<file path="config.mk">
export PLATFORM = sky130hd
export DESIGN_NAME = trimmed_mean_window_filter
export DESIGN_NICKNAME = d
export VERILOG_FILES = /design/src/hw/rtl/tmwf_pkg.sv /design/src/hw/rtl/trimmed_mean_window_filter.sv
export SDC_FILE = /design/constraint.sdc
export NUM_CORES = 1
export LEC_CHECK = 0
export ABC_AREA = 1
export BUFFER_PORTS_ARGS = -buffer_cell sky130_fd_sc_hd__buf_4
export CORE_MARGIN = 2
export CORE_UTILIZATION = 57
export DETAILED_ROUTE_END_ITERATION = 12
export GPL_TIMING_DRIVEN = 0
export PLACE_DENSITY_LB_ADDON = 0.15
export SYNTH_ARGS = -nofsm -noshare
export SYNTH_HDL_FRONTEND = slang
export SYNTH_SLANG_ARGS = --single-unit
</file>
<file path="constraint.sdc">
create_clock -name clk_i -period 11 [get_ports clk_i]
set_input_delay 1.65 -clock clk_i [delete_from_list [all_inputs] [get_ports clk_i]]
set_output_delay 1.65 -clock clk_i [all_outputs]
set_load 0.02 [all_outputs]
</file>
<file path="src/hw/rtl/tmwf_pkg.sv">
// ----------------------------------------------------------------------------
// tmwf_pkg
// Shared widths, constants, sequencer states and the reciprocal table of the
// trimmed-mean window filter.
// ----------------------------------------------------------------------------
`default_nettype none

package tmwf_pkg;

  localparam int unsigned WinLen    = 15;
  localparam int unsigned IdxW      = 4;
  localparam int unsigned SampleW   = 10;
  localparam int unsigned TrimW     = 6;
  localparam int unsigned SumW      = 14;
  localparam int unsigned BoundW    = 5;
  localparam int unsigned PctW      = 11;
  localparam int unsigned PctProdW  = 2 * PctW;
  localparam int unsigned PctShift  = 17;
  localparam int unsigned RecipW    = 19;
  localparam int unsigned RecipShift = 18;
  localparam int unsigned QuotProdW = SumW + RecipW;

  localparam logic [IdxW-1:0]   LastIdx   = IdxW'(WinLen - 1);
  localparam logic [IdxW-1:0]   MedIdx    = IdxW'((WinLen - 1) / 2);
  localparam logic [TrimW-1:0]  TrimMax   = TrimW'(46);
  localparam logic [TrimW-1:0]  TrimReset = TrimW'(30);
  localparam logic [PctW-1:0]   PctFull   = PctW'(100);
  localparam logic [PctW-1:0]   PctLen    = PctW'(WinLen);
  localparam logic [PctW-1:0]   PctRecip  = PctW'(1311);
  localparam logic [BoundW-1:0] BoundMax  = BoundW'(WinLen - 1);

  typedef enum logic [1:0] {
    StIdle,
    StBounds,
    StRank,
    StDivide
  } state_e;

  // ceil(2^RecipShift / c): exact floor division for sums below 2^SumW
  function automatic logic [RecipW-1:0] recip(input logic [IdxW-1:0] c);
    logic [RecipW-1:0] r;
    unique case (c)
      4'd1:    r = RecipW'(262144);
      4'd2:    r = RecipW'(131072);
      4'd3:    r = RecipW'(87382);
      4'd4:    r = RecipW'(65536);
      4'd5:    r = RecipW'(52429);
      4'd6:    r = RecipW'(43691);
      4'd7:    r = RecipW'(37450);
      4'd8:    r = RecipW'(32768);
      4'd9:    r = RecipW'(29128);
      4'd10:   r = RecipW'(26215);
      4'd11:   r = RecipW'(23832);
      4'd12:   r = RecipW'(21846);
      4'd13:   r = RecipW'(20165);
      4'd14:   r = RecipW'(18725);
      default: r = '0;
    endcase
    return r;
  endfunction

endpackage

`default_nettype wire

</file>
<file path="src/hw/rtl/trimmed_mean_window_filter.sv">
// ----------------------------------------------------------------------------
// trimmed_mean_window_filter
// Ring window of 15 samples; each beat yields the truncated mean of the
// sorted window, both ends trimmed by trim_percent (median if none kept).
//
// Usage:
//   sample channel: sample_i with sample_valid_i / sample_ready_o. Ready is
//   high only while the sequencer is idle.
//   result channel: smoothed_o with smoothed_valid_o / smoothed_ready_i. The
//   result sits in an output register, so the next sample is taken while it
//   waits.
//   cfg_we_i / cfg_wdata_i write trim_percent (values above 46 act as 46);
//   write only while the block is idle.
// Timing: a sample is written into the window at acceptance, then the
//   sequencer computes the slice bounds, ranks the window entries one at a
//   time through a shared compare row and accumulates the kept ones, and
//   divides by a reciprocal multiply. The next sample is taken only once
//   the result is in the output register and the sequencer is idle again.
//   If the receiver stalls, the finished result waits in the output register
//   and the sequencer holds in its divide step until the register frees.
// Reset: window zeroed, first write to slot 1, trim_percent 30, no result.
// ----------------------------------------------------------------------------
`default_nettype none

module trimmed_mean_window_filter (
  input  wire logic                          clk_i,
  input  wire logic                          rst_ni,
  input  wire logic [tmwf_pkg::SampleW-1:0]  sample_i,
  input  wire logic                          sample_valid_i,
  output logic                               sample_ready_o,
  output logic      [tmwf_pkg::SampleW-1:0]  smoothed_o,
  output logic                               smoothed_valid_o,
  input  wire logic                          smoothed_ready_i,
  input  wire logic                          cfg_we_i,
  input  wire logic [tmwf_pkg::TrimW-1:0]    cfg_wdata_i
);

  tmwf_pkg::state_e state_q, state_d;

  logic [tmwf_pkg::SampleW-1:0] win_q [tmwf_pkg::WinLen];
  logic [tmwf_pkg::IdxW-1:0]    slot_q, slot_d;
  logic [tmwf_pkg::TrimW-1:0]   trim_q;
  logic [tmwf_pkg::IdxW-1:0]    idx_q;
  logic [tmwf_pkg::IdxW-1:0]    bottom_q, top_q, count_q;
  logic                         empty_q;
  logic [tmwf_pkg::SumW-1:0]    sum_q;
  logic [tmwf_pkg::SampleW-1:0] out_q;
  logic                         out_valid_q;

  logic                         accept;
  logic                         out_free;
  logic                         load_bounds, do_rank, do_divide;

  logic [tmwf_pkg::TrimW-1:0]    p_eff;
  logic [tmwf_pkg::PctW-1:0]     lo_x, hi_x;
  logic [tmwf_pkg::PctProdW-1:0] lo_prod, hi_prod;
  logic [tmwf_pkg::BoundW-1:0]   lo_div, hi_div;
  logic [tmwf_pkg::IdxW-1:0]     bottom_d, top_d;

  logic [tmwf_pkg::SampleW-1:0]  cur;
  logic [tmwf_pkg::WinLen-1:0]   below;
  logic [tmwf_pkg::IdxW-1:0]     rank;
  logic                          keep;

  logic [tmwf_pkg::QuotProdW-1:0] quot_prod;

  assign accept   = sample_valid_i && sample_ready_o;
  assign out_free = !out_valid_q || smoothed_ready_i;
  assign slot_d   = (slot_q == tmwf_pkg::LastIdx) ? '0 : slot_q + 1'b1;

  // next state
  always_comb begin
    state_d = state_q;
    unique case (state_q)
      tmwf_pkg::StIdle: begin
        if (sample_valid_i) state_d = tmwf_pkg::StBounds;
      end
      tmwf_pkg::StBounds: state_d = tmwf_pkg::StRank;
      tmwf_pkg::StRank: begin
        if (idx_q == tmwf_pkg::LastIdx) state_d = tmwf_pkg::StDivide;
      end
      tmwf_pkg::StDivide: begin
        if (out_free) state_d = tmwf_pkg::StIdle;
      end
      default: state_d = tmwf_pkg::StIdle;
    endcase
  end

  // sequencer outputs
  always_comb begin
    sample_ready_o = 1'b0;
    load_bounds    = 1'b0;
    do_rank        = 1'b0;
    do_divide      = 1'b0;
    unique case (state_q)
      tmwf_pkg::StIdle:   sample_ready_o = 1'b1;
      tmwf_pkg::StBounds: load_bounds    = 1'b1;
      tmwf_pkg::StRank:   do_rank        = 1'b1;
      tmwf_pkg::StDivide: do_divide      = out_free;
      default:            sample_ready_o = 1'b0;
    endcase
  end

  // slice bounds: x / 100 as (x * 1311) >> 17, exact for x up to 1500
  always_comb begin
    p_eff   = (trim_q > tmwf_pkg::TrimMax) ? tmwf_pkg::TrimMax : trim_q;
    lo_x    = tmwf_pkg::PctLen * tmwf_pkg::PctW'(p_eff);
    hi_x    = tmwf_pkg::PctLen * (tmwf_pkg::PctFull - tmwf_pkg::PctW'(p_eff));
    lo_prod = tmwf_pkg::PctProdW'(lo_x) * tmwf_pkg::PctProdW'(tmwf_pkg::PctRecip);
    hi_prod = tmwf_pkg::PctProdW'(hi_x) * tmwf_pkg::PctProdW'(tmwf_pkg::PctRecip);
    lo_div  = lo_prod[tmwf_pkg::PctShift +: tmwf_pkg::BoundW];
    hi_div  = hi_prod[tmwf_pkg::PctShift +: tmwf_pkg::BoundW];
    bottom_d = (lo_div == '0) ? tmwf_pkg::IdxW'(1) : lo_div[tmwf_pkg::IdxW-1:0];
    top_d    = (hi_div > tmwf_pkg::BoundMax) ? tmwf_pkg::LastIdx
                                             : hi_div[tmwf_pkg::IdxW-1:0];
  end

  // rank of the current entry in a stable ascending sort
  always_comb begin
    cur = win_q[idx_q];
    for (int j = 0; j < tmwf_pkg::WinLen; j++) begin
      below[j] = (win_q[j] < cur) ||
                 ((win_q[j] == cur) && (tmwf_pkg::IdxW'(j) < idx_q));
    end
    rank = tmwf_pkg::IdxW'($countones(below));
    keep = empty_q ? (rank == tmwf_pkg::MedIdx)
                   : ((rank >= bottom_q) && (rank < top_q));
  end

  assign quot_prod = tmwf_pkg::QuotProdW'(sum_q) *
                     tmwf_pkg::QuotProdW'(tmwf_pkg::recip(count_q));

  always_ff @(posedge clk_i or negedge rst_ni) begin
    if (!rst_ni) begin
      state_q     <= tmwf_pkg::StIdle;
      slot_q      <= '0;
      trim_q      <= tmwf_pkg::TrimReset;
      out_valid_q <= 1'b0;
      idx_q       <= '0;
      for (int k = 0; k < tmwf_pkg::WinLen; k++) begin
        win_q[k] <= '0;
      end
    end else begin
      state_q <= state_d;
      if (cfg_we_i) trim_q <= cfg_wdata_i;
      if (accept) begin
        slot_q        <= slot_d;
        win_q[slot_d] <= sample_i;
      end
      if (load_bounds) begin
        idx_q <= '0;
      end else if (do_rank) begin
        idx_q <= idx_q + 1'b1;
      end
      if (do_divide) begin
        out_valid_q <= 1'b1;
      end else if (smoothed_ready_i) begin
        out_valid_q <= 1'b0;
      end
    end
  end

  always_ff @(posedge clk_i) begin
    if (load_bounds) begin
      bottom_q <= bottom_d;
      top_q    <= top_d;
      empty_q  <= (top_d <= bottom_d);
      count_q  <= (top_d > bottom_d) ? top_d - bottom_d : tmwf_pkg::IdxW'(1);
      sum_q    <= '0;
    end else if (do_rank && keep) begin
      sum_q <= sum_q + tmwf_pkg::SumW'(cur);
    end
    if (do_divide) begin
      out_q <= quot_prod[tmwf_pkg::RecipShift +: tmwf_pkg::SampleW];
    end
  end

  assign smoothed_o       = out_q;
  assign smoothed_valid_o = out_valid_q;

endmodule

`default_nettype wire
</file>
==> impl_metrics.py <==
metrics = {
    "routing": {
        "vias_per_cell": 5.698,
        "drt_iter0_drc": 2205,
        "drtPass1Iterations": 8,
        "avgRoutedWirePerCell_um": 19.19,
        "drcViolationCount": 0,
        "wl_mm": 82.88,
        "drtAntennaViolNets": 0,
        "vias": 24620,
    },
    "die": {
        "initial_core_util_pct": 58.06,
        "die_width_um": 227.8,
        "die-area_sq_um": 51870,
        "coreArea_sq_um": 49150,
        "io_pins": 33,
        "die_height_um": 227.8,
        "num_rows": 81,
    },
    "yosys": {
        "synth_cell_type_count": 52,
        "ys.flop_type": "dfrtp_1",
        "synth_fp_nets": 4299,
        "yosys.area.top_type": "ha_1",
        "ys_seq_area_share_pct": 19.40,
        "synthTopCellsByArea": "ha_1 20%, fa_1 19%, dfrtp_1 14%, nand2_1 9.8%, inv_1 9.3%",
        "async_flop_share_pct": 74.89,
        "synth_cells": 3557,
        "ys_seq_elements": 223,
        "syn_area_sq_um": 28540,
        "yosys_warnings": 0,
        "avgSynthCellArea_sq_um": 8.023,
        "synth_edf_count": 23,
        "synth.top_cell.area_share_pct": 19.55,
    },
    "sta": {
        "finalSetupViolations": 0,
        "fmax_mhz": 95.70,
        "fin_crit_sh_pct": 94.99,
        "drv_slew": 0,
        "relSlewSlack_pct": 8.867,
        "finClkSkew_ns": 0.04103,
        "post-route-min-period_ns": 10.45,
        "worstMarginPinSlew_ns": 1.363,
        "finalHoldViolCount": 0,
        "final.setup.tns_ns": 0,
    },
    "final_layout": {
        "layout-area-overhead-vs-synth_pct": 8.370,
        "fill_cells": 4325,
        "drive_gt1_share_pct": 5.855,
        "final_nets": 4376,
        "final_common_cell": "nand2_1",
        "fin_util_pct": 62.92,
        "multi_input_area_sq_um": 20060,
        "seq_area_sq_um": 5535,
        "layout_common_cells": "741 x nand2_1, 705 x inv_1, 441 x ha_1",
    },
    "worst_setup_path": {
        "crit_required_ns": 11.44,
        "reg2reg_slack_ns": 0.55,
        "cp_slowest_cell": "fa_1",
        "cp_max_fo": 5,
        "critPathKind": "register to register",
        "r2r-start": "trim_q[2]$_DFFE_PN1P_",
        "end_kind": "register",
        "cp-start-kind": "register",
        "cp_slowest_stage_delay_ns": 0.61,
        "r2r_cells": 47,
        "worstPathArrival_ns": 10.89,
    },
    "clocking": {
        "clock-root-buffer": "clkbuf_16",
        "cts_made_buffers": 29,
        "cts_tree": "yes",
        "clk_pin_slew_worst_paths_ns": 0.06,
        "clock_latency_ns": 0.61,
        "ctsLongestPathBuffers": 3,
        "clock_sinks": 223,
        "h-tree-depth": 1,
    },
    "worst_hold_path": {
        "hold_end": "trim_q[1]$_DFFE_PN1P_",
        "hold_start": "trim_q[1]$_DFFE_PN1P_",
        "hold_path.class": "register to register",
        "holdPathStages": 2,
    },
    "grt": {
        "top_usage_layer": "met2",
        "grt_use_met3_pct": 5.632,
        "grt_antenna_before_repair": 1,
        "met2_usage_pct": 51.96,
        "grt_pass1_vias": 25190,
        "grt_pass1_wl_mm": 133.6,
        "overflow": 0,
        "grt_usage_pct": 32.33,
        "grt_max_degree": 99,
        "grtUsageMet1_pct": 44.49,
    },
    "placed_design": {
        "routabilityCongestion": 1.012,
        "dp_hpwl_mm": 65.24,
        "io_buffers": 32,
    },
    "run_status": {
        "status": "finished, final reports clean",
    },
    "job": {
        "maxCapViolCount": 0,
    },
}
-- critical path, delay by kind of cell, from the launching register on --
kind            cells  cell delay, ns
fa+ha+maj          12            5.27
simple gates       18            1.90
compound gates      8            1.33
buf+inv             8            0.94
flops               1            0.58
xor+xnor            1            0.32
-- area by class of cell --
cell class                      instances  area share [%]
Timing Repair Buffer                   47           1.319
Buffer                                120           1.550
Clock inverter                         14          0.4086
Sequential cell                       223           17.90
Clock buffer                           38           2.585
Antenna cell                            1        0.008092
Tap cell                              664           2.686
Inverter                              713           8.666
Multi-Input combinational cell       2500           64.88
-- cells in the mapped netlist, types with 5 or more instances --
cell and n:
nand2_1 748, inv_1 708, ha_1 446, fa_1 275, o21ai_0 262, a21oi_1 208, dfrtp_1 163, nor2_1 154
clkbuf_1 96, nand3_1 83, mux2_2 48, nand4_1 40, xor2_1 37, dfxtp_1 33, nor3_1 24, edfxtp_1 23
o21ai_1 21, mux2_1 16, xnor2_1 16, o21bai_1 14, a21o_1 13, buf_2 13, buf_1 11, nor4_1 11
o211ai_1 11, a211oi_1 8, o2111ai_1 8, nand3b_1 6, a21boi_0 5, a31oi_1 5, inv_2 5
-- flip-flops by register name, indices dropped and copies added (netlist names), named ones only --
| register | flops |
|---|---|
| bottom_q | 4 |
| count_q | 4 |
| empty_q | 1 |
| idx_q | 4 |
| slot_q | 4 |
| smoothed_o | 10 |
| smoothed_valid_o | 1 |
| state_q | 2 |
| sum_q | 14 |
| top_q | 4 |
| trim_q | 6 |
| win_q | 150 |
-- timing repair --
action / 4_1_cts / 5_1_grt
buffers inserted: 0 / 12
gates resized for setup: 14 / 35
hold buffers: 0 / 0
pin swaps: 0 / 6
setup endpoints to repair: 19 / 20
hold endpoints to repair: 0 / 0
-- worst max path at each step --
stage                                     start  endpoint  cells past startpoint
final                     trim_q[2]$_DFFE_PN1P_  register                     47
after global routing      trim_q[5]$_DFFE_PN0P_  register                     54
after CTS                 trim_q[2]$_DFFE_PN1P_  register                     57
after detailed placement  trim_q[2]$_DFFE_PN1P_  register                     54
after global placement    trim_q[2]$_DFFE_PN1P_  register                     54
after floorplan           trim_q[4]$_DFFE_PN1P_  register                     57
-- logic make-up (layout without fill, tap and decap cells) --
| kind of cell | Yosys count | in the layout | synth area share (%) |
|---|---|---|---|
| muxes | 64 | 64 | 2.525 |
| buffers and inverters | 834 | 932 | 11.05 |
| adders and majority gates | 721 | 721 | 38.85 |
| other | 0 | 1 | 0 |
| DFF | 223 | 223 | 19.40 |
| xor gates and xnor gates | 54 | 54 | 1.684 |
| AOI/OAI and AO/OA | 585 | 585 | 11.23 |
| and+or+nand+nor | 1076 | 1076 | 15.27 |
-- per-layer routing --
metal / up-vias / wire, um
li1: 11480 / -
met4: 0 / 2765
met1: 12010 / 35390
met5: - / 0
met2: 962 / 37180
met3: 171 / 7549
-- per-stage QoR --
step           setup slack [ns]  hold WS (ns)  cells  instance area (sq um)
4_1_cts                 0.01667        0.4993   4308                  30690
5_1_grt                -0.09540        0.5364   4319                  30920
3_5_place_dp            -0.5413        0.4836   4256                  29690
3_3_place_gp            -0.2379        0.4714   4253                  29610
2_1_floorplan             1.187        0.4556   3557                  28540
6_report                 0.5507        0.5108   4320                  30930
Power is left out: the tool's default activity adds up to more than one toggle a clock period on the data nets, which glitch-free logic cannot reach.
